===== config.mk =====
export PLATFORM = sky130hd
export DESIGN_NAME = prescaled_match_timer
export DESIGN_NICKNAME = d
export VERILOG_FILES = /design/src/pmt_pkg.sv /design/src/pmt_cfg_regs.sv /design/src/pmt_core.sv /design/src/prescaled_match_timer.sv
export SDC_FILE = /design/constraint.sdc
export NUM_CORES = 1
export LEC_CHECK = 0
export BUFFER_PORTS_ARGS = -buffer_cell sky130_fd_sc_hd__buf_2
export CORE_MARGIN = 10
export CORE_UTILIZATION = 30
export CTS_CLUSTER_SIZE = 12
export DETAILED_ROUTE_END_ITERATION = 7
export SLEW_MARGIN = 15
export SYNTH_ARGS = -nofsm -noshare
export SYNTH_HDL_FRONTEND = slang
export SYNTH_SLANG_ARGS = --single-unit

===== constraint.sdc =====
create_clock -name clk -period 5.3 [get_ports clk]
set_input_delay 0.53 -clock clk [delete_from_list [all_inputs] [get_ports clk]]
set_output_delay 0.53 -clock clk [all_outputs]
set_load 0.01 [all_outputs]

===== src/pmt_pkg.sv =====
// Package for the prescaled match timer: command codes, register indexes,
// beat structs and the configuration struct. No dependencies.
`timescale 1ns / 1ps

package pmt_pkg;

    localparam int MATCH_CHANNELS = 4;
    localparam int COUNT_W        = 32;
    localparam int FLAG_W         = 4;
    localparam int DATA_W         = 4;
    localparam int CFG_INDEX_W    = 3;
    localparam int CFG_DATA_W     = 32;

    // register indexes on the configuration port
    localparam logic [CFG_INDEX_W-1:0] REG_PRESCALE_LIMIT = 3'd0;
    localparam logic [CFG_INDEX_W-1:0] REG_MATCH_VALUE_0  = 3'd1;
    localparam logic [CFG_INDEX_W-1:0] REG_MATCH_CONTROL  = 3'd5;

    // match_control layout: per channel a group of three bits
    localparam int MC_STRIDE     = 3;
    localparam int MC_IRQ_EN_OFS = 0;
    localparam int MC_RESET_OFS  = 1;

    // control write bits
    localparam int CTRL_ENABLE_BIT = 0;
    localparam int CTRL_HOLD_BIT   = 1;

    typedef enum logic [1:0] {
        CMD_TICK          = 2'd0,
        CMD_WRITE_CONTROL = 2'd1,
        CMD_CLEAR_FLAGS   = 2'd2,
        CMD_READ_STATUS   = 2'd3
    } cmd_t;

    typedef struct packed {
        cmd_t              command;
        logic [DATA_W-1:0] write_data;
    } pmt_in_t;

    typedef struct packed {
        logic [COUNT_W-1:0] count_value;
        logic [COUNT_W-1:0] prescale_value;
        logic [FLAG_W-1:0]  match_flags;
        logic               interrupt_line;
        logic               counting;
    } pmt_out_t;

    typedef struct packed {
        logic [COUNT_W-1:0]                     prescale_limit;
        logic [MATCH_CHANNELS-1:0][COUNT_W-1:0] match_value;
        logic [MATCH_CHANNELS-1:0]              irq_en;
        logic [MATCH_CHANNELS-1:0]              reset_on_match;
    } pmt_cfg_t;

endpackage


===== src/pmt_cfg_regs.sv =====
// Configuration register file of the prescaled match timer.
// Depends on pmt_pkg for register indexes and the configuration struct.
`timescale 1ns / 1ps

module pmt_cfg_regs (
    input  logic                           clk,
    input  logic                           rst_n,
    input  logic                           cfg_we,
    input  logic [pmt_pkg::CFG_INDEX_W-1:0] cfg_index,
    input  logic [pmt_pkg::CFG_DATA_W-1:0]  cfg_data,
    output pmt_pkg::pmt_cfg_t              cfg
);
    import pmt_pkg::*;

    pmt_cfg_t cfg_reg;

    always_ff @(posedge clk or negedge rst_n)
    begin
        if (!rst_n)
        begin
            cfg_reg <= '0;
        end
        else if (cfg_we)
        begin
            if (cfg_index == REG_PRESCALE_LIMIT)
            begin
                cfg_reg.prescale_limit <= cfg_data[COUNT_W-1:0];
            end
            for (int ch = 0; ch < MATCH_CHANNELS; ch++)
            begin
                if (cfg_index == REG_MATCH_VALUE_0 + CFG_INDEX_W'(ch))
                begin
                    cfg_reg.match_value[ch] <= cfg_data[COUNT_W-1:0];
                end
            end
            if (cfg_index == REG_MATCH_CONTROL)
            begin
                for (int ch = 0; ch < MATCH_CHANNELS; ch++)
                begin
                    cfg_reg.irq_en[ch]         <= cfg_data[MC_STRIDE*ch + MC_IRQ_EN_OFS];
                    cfg_reg.reset_on_match[ch] <= cfg_data[MC_STRIDE*ch + MC_RESET_OFS];
                end
            end
        end
    end

    assign cfg = cfg_reg;

endmodule


===== src/pmt_core.sv =====
// Timer state and its next-state logic: prescaler, count, match flags.
// Depends on pmt_pkg; fed by pmt_cfg_regs, driven by the top level pipeline.
`timescale 1ns / 1ps

module pmt_core (
    input  logic              clk,
    input  logic              rst_n,
    input  logic              step,
    input  pmt_pkg::pmt_in_t  item,
    input  pmt_pkg::pmt_cfg_t cfg,
    output pmt_pkg::pmt_out_t result
);
    import pmt_pkg::*;

    logic [COUNT_W-1:0]        timer_count_reg, timer_count_next;
    logic [COUNT_W-1:0]        prescale_count_reg, prescale_count_next;
    logic                      count_enable_reg, count_enable_next;
    logic                      reset_hold_reg, reset_hold_next;
    logic [MATCH_CHANNELS-1:0] pending_flags_reg, pending_flags_next;
    logic [MATCH_CHANNELS-1:0] hit;

    always_comb
    begin
        for (int ch = 0; ch < MATCH_CHANNELS; ch++)
        begin
            hit[ch] = (cfg.match_value[ch] == timer_count_reg);
        end
    end

    always_comb
    begin
        timer_count_next    = timer_count_reg;
        prescale_count_next = prescale_count_reg;
        count_enable_next   = count_enable_reg;
        reset_hold_next     = reset_hold_reg;
        pending_flags_next  = pending_flags_reg;
        unique case (item.command)
            CMD_TICK:
            begin
                if (reset_hold_reg)
                begin
                    timer_count_next    = '0;
                    prescale_count_next = '0;
                end
                else if (count_enable_reg)
                begin
                    if (prescale_count_reg == cfg.prescale_limit)
                    begin
                        prescale_count_next = '0;
                        pending_flags_next  = pending_flags_reg | (hit & cfg.irq_en);
                        if (|(hit & cfg.reset_on_match))
                        begin
                            timer_count_next = '0;
                        end
                        else
                        begin
                            timer_count_next = timer_count_reg + COUNT_W'(1);
                        end
                    end
                    else
                    begin
                        prescale_count_next = prescale_count_reg + COUNT_W'(1);
                    end
                end
            end
            CMD_WRITE_CONTROL:
            begin
                count_enable_next = item.write_data[CTRL_ENABLE_BIT];
                reset_hold_next   = item.write_data[CTRL_HOLD_BIT];
            end
            CMD_CLEAR_FLAGS:
            begin
                pending_flags_next = pending_flags_reg & ~item.write_data[MATCH_CHANNELS-1:0];
            end
            CMD_READ_STATUS:
            begin
            end
        endcase
    end

    always_ff @(posedge clk or negedge rst_n)
    begin
        if (!rst_n)
        begin
            timer_count_reg    <= '0;
            prescale_count_reg <= '0;
            count_enable_reg   <= 1'b0;
            reset_hold_reg     <= 1'b0;
            pending_flags_reg  <= '0;
        end
        else if (step)
        begin
            timer_count_reg    <= timer_count_next;
            prescale_count_reg <= prescale_count_next;
            count_enable_reg   <= count_enable_next;
            reset_hold_reg     <= reset_hold_next;
            pending_flags_reg  <= pending_flags_next;
        end
    end

    always_comb
    begin
        result.count_value    = timer_count_next;
        result.prescale_value = prescale_count_next;
        result.match_flags    = FLAG_W'(pending_flags_next);
        result.interrupt_line = |pending_flags_next;
        result.counting       = count_enable_next & ~reset_hold_next;
    end

    a_no_tick_counters_hold: assert property (@(posedge clk) disable iff (!rst_n)
        step && item.command != CMD_TICK
        |=> $stable(timer_count_reg) && $stable(prescale_count_reg))
        else $error("counters moved without a tick");

    a_hold_zeroes: assert property (@(posedge clk) disable iff (!rst_n)
        step && item.command == CMD_TICK && reset_hold_reg
        |=> timer_count_reg == '0 && prescale_count_reg == '0)
        else $error("reset hold did not zero the counters");

    a_flags_rise_on_tick: assert property (@(posedge clk) disable iff (!rst_n)
        step && item.command != CMD_TICK
        |=> (pending_flags_reg & ~$past(pending_flags_reg)) == '0)
        else $error("flag set without a tick");

endmodule


===== src/prescaled_match_timer.sv =====
// Top level of the prescaled match timer: input stage, result stage, handshakes.
// Depends on pmt_pkg, pmt_cfg_regs and pmt_core.
//
//  channel  | direction | handshake             | beat
//  in       | in        | in_valid / in_ready   | in_data   (pmt_in_t)
//  out      | out       | out_valid / out_ready | out_data  (pmt_out_t)
//  cfg      | in        | cfg_we                | cfg_index, cfg_data
//
// One beat per cycle sustained while out_ready stays high. An accepted beat waits in
// the input register, then the state update loads its result into the result stage.
// The update of the 32-bit count and its four compares sets the rate.
// Reset clears the valid flags, timer state and configuration registers to zero.
// With out_ready low one more beat is taken into an empty input stage, then in_ready drops.
`timescale 1ns / 1ps

module prescaled_match_timer (
    input  logic                            clk,
    input  logic                            rst_n,
    input  logic                            in_valid,
    output logic                            in_ready,
    input  pmt_pkg::pmt_in_t                in_data,
    output logic                            out_valid,
    input  logic                            out_ready,
    output pmt_pkg::pmt_out_t               out_data,
    input  logic                            cfg_we,
    input  logic [pmt_pkg::CFG_INDEX_W-1:0] cfg_index,
    input  logic [pmt_pkg::CFG_DATA_W-1:0]  cfg_data
);
    import pmt_pkg::*;

    logic      in_valid_reg;
    pmt_in_t   in_item_reg;
    logic      out_valid_reg;
    pmt_out_t  out_data_reg;
    logic      out_adv;
    logic      step;
    pmt_cfg_t  cfg;
    pmt_out_t  result;

    assign out_adv  = !out_valid_reg || out_ready;
    assign step     = in_valid_reg && out_adv;
    assign in_ready = !in_valid_reg || out_adv;

    pmt_cfg_regs u_cfg (
        .clk       (clk),
        .rst_n     (rst_n),
        .cfg_we    (cfg_we),
        .cfg_index (cfg_index),
        .cfg_data  (cfg_data),
        .cfg       (cfg)
    );

    pmt_core u_core (
        .clk    (clk),
        .rst_n  (rst_n),
        .step   (step),
        .item   (in_item_reg),
        .cfg    (cfg),
        .result (result)
    );

    always_ff @(posedge clk or negedge rst_n)
    begin
        if (!rst_n)
        begin
            in_valid_reg  <= 1'b0;
            out_valid_reg <= 1'b0;
        end
        else
        begin
            if (in_ready)
            begin
                in_valid_reg <= in_valid;
            end
            if (out_adv)
            begin
                out_valid_reg <= in_valid_reg;
            end
        end
    end

    always_ff @(posedge clk)
    begin
        if (in_valid && in_ready)
        begin
            in_item_reg <= in_data;
        end
        if (step)
        begin
            out_data_reg <= result;
        end
    end

    assign out_valid = out_valid_reg;
    assign out_data  = out_data_reg;

    a_step_fills_output: assert property (@(posedge clk) disable iff (!rst_n)
        step |=> out_valid_reg)
        else $error("processed beat did not reach the result stage");

    a_stalled_input_holds: assert property (@(posedge clk) disable iff (!rst_n)
        in_valid_reg && !out_adv |=> in_valid_reg && $stable(in_item_reg))
        else $error("stalled input stage lost its beat");

    a_irq_matches_flags: assert property (@(posedge clk) disable iff (!rst_n)
        out_valid_reg |-> out_data_reg.interrupt_line == (|out_data_reg.match_flags))
        else $error("interrupt line disagrees with pending flags");

endmodule


# After elaboration in Yosys (flattened, before gate mapping)
# Cells that the tools add are included.
[totals]
register_bits = 316
latch_bits = 0
output_inout_bits = 72
inputBits = 46
ram_bits = 0
mem_count = 0
rom_bits = 0
wordCells = 73
[classes]
eq_ne = 12
reduce_logical = 16
n_lt_le_gt_ge = 0
shifts = 0
bitwise = 7
mux = 15
n_mul = 0
n_div = 0
add_sub_neg = 2
[ops]
columns = ["cell", "n"]
rows = [
  ["2-to-1 mux 32 bit", 9],
  ["equality test 32 bit", 5],
  ["adder 32 x 1 -> 32 bit (second input constant)", 2],
  ["bitwise AND 4 bit", 3],
  ["2-to-1 mux 4 bit", 3],
  ["AND reduction 2 bit", 6],
  ["case mux 4 bit (2 select lines)", 1],
  ["OR reduction 4 bit", 2],
  ["equality test 3 x 2 -> 1 bit (second input constant)", 2],
  ["equality test 3 bit (second input constant)", 2],
  ["inverter 4 bit", 1],
  ["OR 4 bit", 1],
  ["equality test 3 x 1 -> 1 bit (second input constant)", 1],
  ["logical NOT 3 bit", 1],
  ["equality test 2 x 1 -> 1 bit (second input constant)", 1],
  ["equality test 2 bit (second input constant)", 1],
  ["logical AND 1 bit", 2],
  ["logical NOT 1 bit", 2],
  ["logical NOT 2 bit", 1],
  ["logical OR 1 bit", 2],
  ["2-to-1 mux 1 bit", 2],
  ["bitwise AND 1 bit", 1],
  ["inverter 1 bit", 1],
]

# Longest topological paths before layout
[logic_depth]
ltp_word = 8
ltp_mapped = 10

# Hierarchy
# From an unflattened synthesis, not the netlist that was laid out.
[hier_totals]
cells_unflattened = 1436
area_unflattened_um2 = 16514.6
[by_module_without_submodules]
columns = ["mod", "n_inst", "seq_area_each_um2", "area_per_inst_um2", "cells_each"]
rows = [
  ["pmt_core", 1, 1751.7, 7785.0, 991],
  ["pmt_cfg_regs", 1, 4204.0, 6343.6, 361],
  ["prescaled_match_timer", 1, 2332.2, 2386.0, 84],
]

# Worst setup path before layout
# No wires, ideal clock.
[synth_path]
path_kind = "input port to flip-flop"
start = "input port out_ready"
end = "register u_core.prescale_count_reg[10]"
stages = 6
slack_ns = 1.381
arrival_ns = 3.813
cell_sequence = "nand2b_1 nand2_1 clkinv_1 clkbuf_1 nand2_1 o31ai_1"
[synth_via]
elab_chain_cells = 2
[synth_lines]
columns = ["item", "line_no", "source"]
rows = [
  ["start, declared", "prescaled_match_timer.sv:23", "input logic out_ready,"],
  ["logical OR 1 bit", "prescaled_match_timer.sv:40", "assign out_adv = !out_valid_reg || out_ready;"],
  ["logical AND 1 bit", "prescaled_match_timer.sv:41", "assign step = in_valid_reg && out_adv;"],
  ["named net step", "prescaled_match_timer.sv:36", "logic step;"],
  ["end signal, assigned", "pmt_core.sv:94", "prescale_count_reg <= prescale_count_next;"],
  ["end, declared", "pmt_core.sv:16", "logic [COUNT_W-1:0] prescale_count_reg, prescale_count_next;"],
]
# The timed path passes the listed nets, and every way through them passes these cells.
# A chain may end at the register's enable or synchronous reset.

==> impl_metrics.toml <==
[die]
fp.dieH_um = 251
start_util_pct = 30.5
pin_count = 118
die_area_um2 = 63200
rows = 84
die_width_um = 251
core_um2 = 52800

[cts]
h-tree-depth = 2
cts.repair.resized = 0
worstSkewPairLatency_ns = 0.57
path_clk_slew_ns = 0.06
cts_tree = "yes"
cts_root_buf = "clkbuf_16"
cts_num_sinks = 316
hold_buffers = 0
clk_path_buf_depth = 3
cts_setup_buffers = 0
numCtsBuffers = 38

[logic_synthesis]
ys_types = 56
seq_area_frac_synth_pct = 51.6
synth_edf_count = 76
synth_area_leader_cell = "dfrtp_1"
synth_seq_cells = 316
syn_avg_cell_area_um2 = 11.4
synth_area_leaders = "dfrtp_1, edfxtp_1, mux2_2"
synth_top_flop_cell = "dfrtp_1"
synth.cell_area_um2 = 16100
ys_async_sr_fraction_pct = 75.9
syn_inst = 1413
synth_top_area_share_pct = 37.4
syn-num-nets = 1461
yosysWarnings = 0

[routing]
avgViaCountPerCell = 5.48
ant_nets = 0
dr.max_layer_used = "met5"
routedWlPerCell_um = 24.0
dr.pass1.iters = 8
drtIter0Drc = 1254
drt_wl_total_mm = 52.7
num_vias = 12055
dr_wl_met2_mm = 23.9
wl_met3_mm = 4.60
drc = 0
met1_length_mm = 22.9

[final_layout]
areaGrowthSynthToFinish_pct = 15.7
layout-drive-gt1-share_pct = 27.0
fin_nets = 1530
largest_register_ffs = 168
fin_area_um2 = 18600
n_fill_cell = 5249

[sta]
setup_violations = 0
skew_ns = 0.0227
min_period_over_period_pct = 72.5
timing.final.hold_violations = 0
finalMaxSlewViolations = 0
rsz0062_at_grt = "no"
final.min_clock_period_ns = 3.84
worst_slew_pin_slew_ns = 1.18
fmax_ghz = 0.260
slew_headroom_pct = 20.9
setup-tns-final_ns = 0

[worst_setup_path]
start_kind = "flip-flop"
path_max_fanout = 15
r2r_cells = 7
cp-end-kind = "flip-flop"
crit_arrival_ns = 4.19
rr_endpoint = "out_data[68]"
r2r_setup_slack_ns = 1.46
path_class = "flip-flop to flip-flop"
timing.rr.start = "u_core.timer_count_reg[4]"
cp.required_ns = 5.65

[global_route]
antenna_found_initial = 6
grt_usage_pct = 16.3
first_global_vias = 11747
grt_pass1_wl_mm = 78.3
grt_remaining_overflow = 0
grt_max_degree = 125

[pwr]
ir_drop_mv = 0.216
power_density_nw_per_um2 = 380
p_leak_nw = 7.14
finalPower_mw = 7.06

[place]
dp_hpwl_mm = 38.2
place_area_um2 = 17300
gp_congestion = 0.967
portBuffers = 117

[worst_hold_path]
hold_path.class = "primary input to asynchronous set/reset pin"

[run]
max_cap_violations = 0

[status]
outcome = "finished, final reports clean"
==> cells in the mapped netlist, types with 5 or more instances <==
cell	count
and4_1	10
clkbuf_1	83
o31ai_1	40
buf_2	15
xor2_1	5
xnor2_1	158
mux2_2	185
o21ai_0	66
and2_1	9
nor4_1	26
mux2i_1	10
a21boi_0	18
nand2b_1	9
dfrtp_1	240
a31oi_1	12
nor3_1	23
o21a_1	5
edfxtp_1	76
nor2_1	55
a21o_1	8
or4_1	19
and3_1	20
buf_1	7
or3_1	6
buf_6	8
nand3_1	40
a22o_1	11
nand4_1	68
a21oi_1	26
nand2_1	88
xnor2_2	5
nand4b_1	6
inv_1	10
==> cells in the final DEF, fill, tap and decap left out, types with 6 or more instances in the layout <==
| cell type | Yosys | final |
|---|---|---|
| xnor2_1 | 158 | 158 |
| nand2_1 | 88 | 88 |
| nand4b_1 | 6 | 6 |
| clkbuf_1 | 83 | 9 |
| inv_1 | 10 | 10 |
| nor4_1 | 26 | 25 |
| mux2_2 | 185 | 185 |
| a21boi_0 | 18 | 18 |
| or3_1 | 6 | 6 |
| a21oi_1 | 26 | 26 |
| nor3_1 | 23 | 21 |
| nor2_1 | 55 | 53 |
| buf_4 | 0 | 25 |
| edfxtp_1 | 76 | 76 |
| a21o_1 | 8 | 8 |
| nand2b_1 | 9 | 9 |
| and2_1 | 9 | 9 |
| mux2i_1 | 10 | 10 |
| dfrtp_1 | 240 | 240 |
| and3_1 | 20 | 20 |
| clkbuf_8 | 0 | 10 |
| o21ai_0 | 66 | 66 |
| or4_1 | 19 | 19 |
| and4_1 | 10 | 10 |
| a31oi_1 | 12 | 11 |
| o31ai_1 | 40 | 39 |
| nand4_1 | 68 | 68 |
| a22o_1 | 11 | 11 |
| nand3_1 | 40 | 40 |
| clkbuf_16 | 0 | 39 |
| buf_2 | 15 | 116 |
==> layout make-up <==
| class | count | area (um2) | share of cell area, % |
|---|---|---|---|
| repair buffers | 143 | 803 | 4.32 |
| inverters | 11 | 43.8 | 0.236 |
| clock buffers | 58 | 1150 | 6.17 |
| well taps | 688 | 861 | 4.63 |
| flip-flops and latches | 316 | 8290 | 44.6 |
| diodes | 2 | 5.00 | 0.0269 |
| multi-input cells | 972 | 7300 | 39.3 |
| clock inverters | 10 | 136 | 0.734 |
==> power by group <==
part,total [mW],internal (mW),leakage [nW],switching [mW]
logic,1.13,0.568,2.76,0.560
registers,3.25,2.87,3.75,0.382
clock network,2.68,1.64,0.634,1.04
total,7.06,5.07,7.14,1.98
==> logic make-up (layout without fill, tap and decap cells) <==
| family | count (synthesis) | after routing | share of synthesized area, % |
|---|---|---|---|
| DFF | 316 | 316 | 51.6 |
| xor gates and xnor gates | 168 | 168 | 9.39 |
| adders and majority gates | 2 | 2 | 0.156 |
| muxes | 195 | 195 | 13.6 |
| other | 0 | 2 | 0 |
| buffers and inverters | 125 | 222 | 3.42 |
| AOI/OAI and AO/OA | 211 | 211 | 8.63 |
| and+or+nand+nor | 396 | 396 | 13.3 |
==> how the worst max path moves through the flow <==
stage,end,start,slack [ns]
6_report,out_data[68],u_core.timer_count_reg[4],1.46
4_1_cts,u_core.timer_count_reg[26],u_core.prescale_count_reg[9],1.64
5_1_grt,out_data[47],u_core.prescale_count_reg[9],1.38
3_3_place_gp,out_data[66],u_core.timer_count_reg[4],1.74
2_1_floorplan,u_core.prescale_count_reg[10],out_ready,1.38
3_5_place_dp,out_data[41],u_core.prescale_count_reg[9],1.66
==> per-layer routing <==
| metal | up-vias | global-route usage, % |
|---|---|---|
| li1 | 5325 | - |
| met1 | 6051 | 21.9 |
| met2 | 585 | 25.5 |
| met3 | 88 | 4.22 |
| met4 | 6 | 4.55 |
| met5 | - | 0 |
==> through the flow <==
stage	std cells	util, %	hold WS [ns]	setup slack, ns
floorplan	1413	-	0.234	1.38
detailed placement	2130	32.8	0.479	1.66
global route	2199	35.2	0.145	1.38
CTS	2198	35.2	0.136	1.64
finish	2200	35.2	0.0531	1.46
global placement	2130	32.8	0.467	1.74
==> worst max-delay path, cell delays in order (launching register included) <==
cell and delay (ns):
dfrtp_1 0.71, and4_1 0.37, nand4_1 0.28, nor4_1 0.98
and2_1 0.43, nand4_1 0.14, or4_1 0.41, a21boi_0 0.30
No activity file was read; power rests on OpenSTA's default activity.
